### src/rtl/fnst_pkg.sv
// Shared types, codes and defaults for the fixed-name symbol table.
package fnst_pkg;

  localparam int DEF_ENTRIES    = 64;
  localparam int DEF_NAME_CHARS = 11;
  localparam int DEF_TYPE_BITS  = 8;

  // Names travel as 11 bytes: 64 low bits and 24 high bits.
  localparam int NAME_BYTES = 11;
  localparam int NAME_W     = 8 * NAME_BYTES;

  localparam logic [2:0] CMD_FIND     = 3'd0;
  localparam logic [2:0] CMD_DEFINE   = 3'd1;
  localparam logic [2:0] CMD_READ     = 3'd2;
  localparam logic [2:0] CMD_SET_TYPE = 3'd3;
  localparam logic [2:0] CMD_ROLLBACK = 3'd4;
  localparam logic [2:0] CMD_CLEAR    = 3'd5;

  localparam logic [2:0] ST_OK        = 3'd0;
  localparam logic [2:0] ST_NOT_FOUND = 3'd1;
  localparam logic [2:0] ST_EMPTY     = 3'd2;
  localparam logic [2:0] ST_TOO_LONG  = 3'd3;
  localparam logic [2:0] ST_DUPLICATE = 3'd4;
  localparam logic [2:0] ST_FULL      = 3'd5;
  localparam logic [2:0] ST_BAD_INDEX = 3'd6;

  typedef enum logic [1:0] {
    S_IDLE,
    S_DECODE,
    S_SCAN,
    S_RDWAIT
  } ctrl_state_t;

  typedef enum logic [1:0] {
    IDX_NONE,
    IDX_HIT,
    IDX_USED,
    IDX_POS
  } idx_sel_t;

  typedef struct packed {
    logic       load;
    logic       scan_en;
    logic       rd_pos;
    logic       wr_entry;
    logic       wr_type;
    logic       rollback;
    logic       clear;
    logic       resp;
    logic [2:0] resp_status;
    idx_sel_t   idx_sel;
    logic       data_sel;
    logic       unk_sel;
  } dp_cmd_t;

  typedef struct packed {
    logic [2:0] cmd;
    logic       len_zero;
    logic       len_over;
    logic       pos_ok;
    logic       full;
    logic       hit;
    logic       scan_end;
  } dp_stat_t;

endpackage

### src/rtl/fnst_ctrl.sv
// Command sequencer for the symbol table: decode, scan and read control.
module fnst_ctrl import fnst_pkg::*; (
  input  logic     clk,
  input  logic     rst_n,
  input  logic     start,
  output logic     busy,
  input  dp_stat_t stat,
  output dp_cmd_t  cmd
);

  ctrl_state_t state_r, state_nxt;

  always_ff @(posedge clk) begin
    if (!rst_n) begin
      state_r <= S_IDLE;
    end else begin
      state_r <= state_nxt;
    end
  end

  always_comb begin
    state_nxt = state_r;
    case (state_r)
      S_IDLE: begin
        if (start) begin
          state_nxt = S_DECODE;
        end
      end
      S_DECODE: begin
        state_nxt = S_IDLE;
        case (stat.cmd)
          CMD_FIND, CMD_DEFINE: begin
            if (!stat.len_zero && !stat.len_over) begin
              state_nxt = S_SCAN;
            end
          end
          CMD_READ: begin
            if (stat.pos_ok) begin
              state_nxt = S_RDWAIT;
            end
          end
          default: state_nxt = S_IDLE;
        endcase
      end
      S_SCAN: begin
        if (stat.hit || stat.scan_end) begin
          state_nxt = S_IDLE;
        end
      end
      S_RDWAIT: state_nxt = S_IDLE;
      default:  state_nxt = S_IDLE;
    endcase
  end

  always_comb begin
    cmd = '0;
    cmd.idx_sel = IDX_NONE;
    busy = (state_r != S_IDLE);
    case (state_r)
      S_IDLE: begin
        cmd.load = start;
      end
      S_DECODE: begin
        case (stat.cmd)
          CMD_FIND: begin
            if (stat.len_zero || stat.len_over) begin
              cmd.resp        = 1'b1;
              cmd.resp_status = ST_NOT_FOUND;
            end
          end
          CMD_DEFINE: begin
            if (stat.len_zero) begin
              cmd.resp        = 1'b1;
              cmd.resp_status = ST_EMPTY;
            end else if (stat.len_over) begin
              cmd.resp        = 1'b1;
              cmd.resp_status = ST_TOO_LONG;
            end
          end
          CMD_READ: begin
            if (stat.pos_ok) begin
              cmd.rd_pos = 1'b1;
            end else begin
              cmd.resp        = 1'b1;
              cmd.resp_status = ST_BAD_INDEX;
              cmd.unk_sel     = 1'b1;
            end
          end
          CMD_SET_TYPE: begin
            cmd.resp = 1'b1;
            if (stat.pos_ok) begin
              cmd.wr_type     = 1'b1;
              cmd.resp_status = ST_OK;
              cmd.idx_sel     = IDX_POS;
            end else begin
              cmd.resp_status = ST_BAD_INDEX;
            end
          end
          CMD_ROLLBACK: begin
            cmd.rollback    = 1'b1;
            cmd.resp        = 1'b1;
            cmd.resp_status = ST_OK;
          end
          CMD_CLEAR: begin
            cmd.clear       = 1'b1;
            cmd.resp        = 1'b1;
            cmd.resp_status = ST_OK;
          end
          default: begin
            cmd.resp        = 1'b1;
            cmd.resp_status = ST_OK;
          end
        endcase
      end
      S_SCAN: begin
        cmd.scan_en = 1'b1;
        if (stat.hit) begin
          cmd.resp = 1'b1;
          if (stat.cmd == CMD_FIND) begin
            cmd.resp_status = ST_OK;
            cmd.idx_sel     = IDX_HIT;
          end else begin
            cmd.resp_status = ST_DUPLICATE;
          end
        end else if (stat.scan_end) begin
          cmd.resp = 1'b1;
          if (stat.cmd == CMD_FIND) begin
            cmd.resp_status = ST_NOT_FOUND;
          end else if (stat.full) begin
            cmd.resp_status = ST_FULL;
          end else begin
            cmd.wr_entry    = 1'b1;
            cmd.resp_status = ST_OK;
            cmd.idx_sel     = IDX_USED;
          end
        end
      end
      S_RDWAIT: begin
        cmd.resp        = 1'b1;
        cmd.resp_status = ST_OK;
        cmd.idx_sel     = IDX_POS;
        cmd.data_sel    = 1'b1;
      end
      default: cmd = '0;
    endcase
  end

endmodule

### config.mk
export PLATFORM = sky130hd
export DESIGN_NAME = fnst_ctrl
export DESIGN_NICKNAME = d
export VERILOG_FILES = /design/src/rtl/fnst_pkg.sv /design/src/rtl/fnst_ctrl.sv
export SDC_FILE = /design/constraint.sdc
export NUM_CORES = 1
export LEC_CHECK = 0
export ABC_AREA = 1
export BUFFER_PORTS_ARGS = -buffer_cell sky130_fd_sc_hd__clkbuf_2
export CAP_MARGIN = 25
export CELL_PAD_IN_SITES_DETAIL_PLACEMENT = 1
export CELL_PAD_IN_SITES_GLOBAL_PLACEMENT = 1
export CORE_AREA = 2 2 43 45
export DETAILED_ROUTE_END_ITERATION = 10
export DIE_AREA = 0 0 45 47
export PLACE_DENSITY_LB_ADDON = 0.1
export SYNTH_ARGS = -nofsm -noshare
export SYNTH_HDL_FRONTEND = slang
export SYNTH_SLANG_ARGS = --single-unit
export TNS_END_PERCENT = 1
### constraint.sdc
create_clock -name clk -period 1.3 [get_ports clk]
set_input_delay 0.325 -clock clk [delete_from_list [all_inputs] [get_ports clk]]
set_output_delay 0.325 -clock clk [all_outputs]
set_load 0.01 [all_outputs]
==> reports/metrics.yaml <==
layout:
  final_core_util_pct: 36.4
  regMostFlops: "state_r"
  fin_area_um2: 601
  multiInputGateArea_um2: 231
  drive_gt1_share_pct: 50.5
  fill_cells: 251
  largestRegisters: "state_r: 2 flops"
  regArea_um2: 47.5
  finalNonFillerCells: 120
  antennaDiodeCount: 0
  finalNetCount: 117
  largest_reg_flops: 2
  syn2layout_area_growth_pct: 91.2
floorplanning:
  core_um2: 1650
  rows: 15
  start_util_pct: 19.0
  die_area_um2: 2120
  ios: 28
  die_h_um: 47
  die_x_um: 45
min_path:
  hold_depth: 3
  holdCritPathClass: "in -> reg"
power:
  cellLeakagePower_nw: 0.406
  p_int_uw: 218
  max-vdd-ir-drop_v: 0.000290
  p_sw_uw: 97.6
  comb_power_share_pct: 35.8
  swShare_pct: 31.0
  p_clk_share_pct: 43.4
  seqPwrFrac_pct: 20.8
  power_density_nw_per_um2: 525
  power_uw: 315
drt:
  viasPerCell: 4.33
  ant_nets: 0
  wirelength_mm: 1.07
  drt_first_iter_violations: 3
  wl_per_cell_um: 8.95
  drc: 0
  vias: 520
  first_pass_iters: 4
placed_design:
  place_hpwl_um: 955
  post_dp_cell_area_um2: 553
  placed_cells: 117
  portBuffers: 27
  pre_cts_ws_ns: -0.140
  globalplace.congestion: 0.744
timing:
  max_freq_mhz: 672
  slew_violations: 0
  hold_violations: 0
  worstMarginPinSlew_ns: 0.200
  setup_ws_ns: -0.188
  slew-limit-headroom_pct: 86.6
  fin_worst_skew_ns: 0.00258
  setup_tns_ns: -2.06
  rsz0062_at_grt: "true"
  worst_hold_slack_ns: 0.304
  fin_crit_sh_pct: 114
  min_period_ns: 1.49
  setup_violations: 15
synthesis:
  yosys_warnings: 0
  ys_seq_area_share_pct: 12.7
  netlist_top_cells_area: "inv_1, nand3_1, dfxtp_1"
  yosys.area.top_type_share_pct: 16.7
  synth-seq-cells: 2
  synth.largest_area_cell: "inv_1"
  avgSynthCellArea_um2: 5.07
  syn-num-nets: 74
  mappedNetlistArea_um2: 314
  ys_types: 15
  synth_cells: 62
worst_setup_path:
  r2r_cells: 8
  r2r-end: "state_r[1]$_SDFFE_PN0P_"
  cp-start-kind: "register"
  crit_start: "state_r[0]$_SDFFE_PN0P_"
  required_ns: 0.98
  rrSetupSlack_ns: 0.23
  critPathKind: "reg -> out"
  cp_max_fo: 5
  endpoint_kind: "output pin"
  worst_ep_arrival_time_ns: 1.16
  rr_startpoint: "state_r[0]$_SDFFE_PN0P_"
  crit_end: "cmd[4]"
grt:
  grt_start_max_net_pins: 7
  grt-ovfl-total: 0
  grt_pass1_vias: 484
  grt_pass1_wl_mm: 1.90
  grt_usage_pct: 12.4
  antenna_found_initial: 0
cts:
  cts-root-buf: "clkbuf_4"
  htreeDepth: 1
  cts_buffers: 3
  clock_latency_ns: 0.22
  cts_tree: "yes"
  cts_buffer_depth: 2
  clk_transition_reported_paths_ns: 0.03
  cts_sinks: 2
status:
  violations: "negative setup slack"
  status: "complete, but fails checks"
run:
  drv_cap: 0
==> worst min-delay path by stage <==
stage               slack, ns   from                       to
finish                   0.30  rst_n  state_r[1]$_SDFFE_PN0P_
CTS                      0.30  rst_n  state_r[1]$_SDFFE_PN0P_
global placement         0.52  rst_n  state_r[1]$_SDFFE_PN0P_
detailed placement       0.53  rst_n  state_r[1]$_SDFFE_PN0P_
floorplan                0.42  rst_n  state_r[1]$_SDFFE_PN0P_
global route             0.34  rst_n  state_r[1]$_SDFFE_PN0P_
==> metal layers <==
layer	track usage [%]	vias up	part of all wire [%]
met4	7.06	0	0
met2	20.0	15	51
met5	0	-	0
met1	14.9	227	44
met3	3.46	0	4.7
li1	-	278	-
==> worst max-delay path, stage by stage, from the launching register on <==
cell and delay, ns:
dfxtp_4 0.36, inv_2 0.05, nor2_4 0.11, buf_4 0.13, nand3_1 0.07, o21ai_1 0.08
buf_2 0.14
==> synth_stat cells, drive strengths merged <==
| cell | count |
|---|---|
| a21oi | 1 |
| nor2 | 13 |
| dfxtp | 2 |
| a21boi | 1 |
| nand2 | 10 |
| nand3 | 11 |
| nand4 | 2 |
| o21ai | 5 |
| inv | 16 |
| nor3 | 1 |
==> kinds of logic (layout without fill, tap and decap cells) <==
family,count (synthesis),in the layout,synth area share [%]
DFF,2,2,12.7
AOI/OAI and AO/OA,7,7,12.0
and+or+nand+nor,37,37,56.2
buffers and inverters,16,57,19.1
==> cell type report <==
class / instances / area share, %
inverters: 16 / 10.0
clock buffers: 3 / 3.75
well taps: 17 / 3.54
repair buffers: 38 / 36.3
multi-input cells: 44 / 38.5
flip-flops and latches: 2 / 7.92
==> power by group through the flow <==
stage	logic [mW]	registers (mW)	clock network (mW)
floorplan	0.0460	0.0683	0
global placement	0.110	0.0681	0
detailed placement	0.111	0.0682	0
CTS	0.115	0.0675	0.146
global route	0.130	0.0661	0.152
finish	0.113	0.0656	0.137
==> cells in the final DEF, fill, tap and decap left out <==
cell	count
clkbuf_2	20
inv_1	14
buf_4	11
nand3_1	10
nor2_1	9
nand2_1	8
buf_2	7
nor2_4	3
o21ai_1	3
clkbuf_4	3
nand2_2	2
inv_2	2
nand4_1	2
o21ai_0	2
dfxtp_4	2
nor2_2	1
a21oi_1	1
nor3_1	1
nand3_2	1
a21boi_1	1
==> what timing repair did <==
| action | in CTS | in global routing |
|---|---|---|
| setup endpoints to repair | 16 | 16 |
| gates resized for setup | 7 | 9 |
| endpoints found under the hold margin | 0 | 0 |
| hold buffers | 0 | 0 |
| setup buffers | 0 | 0 |
| pin swaps | 2 | 1 |
(Power assumes the default switching activity.)
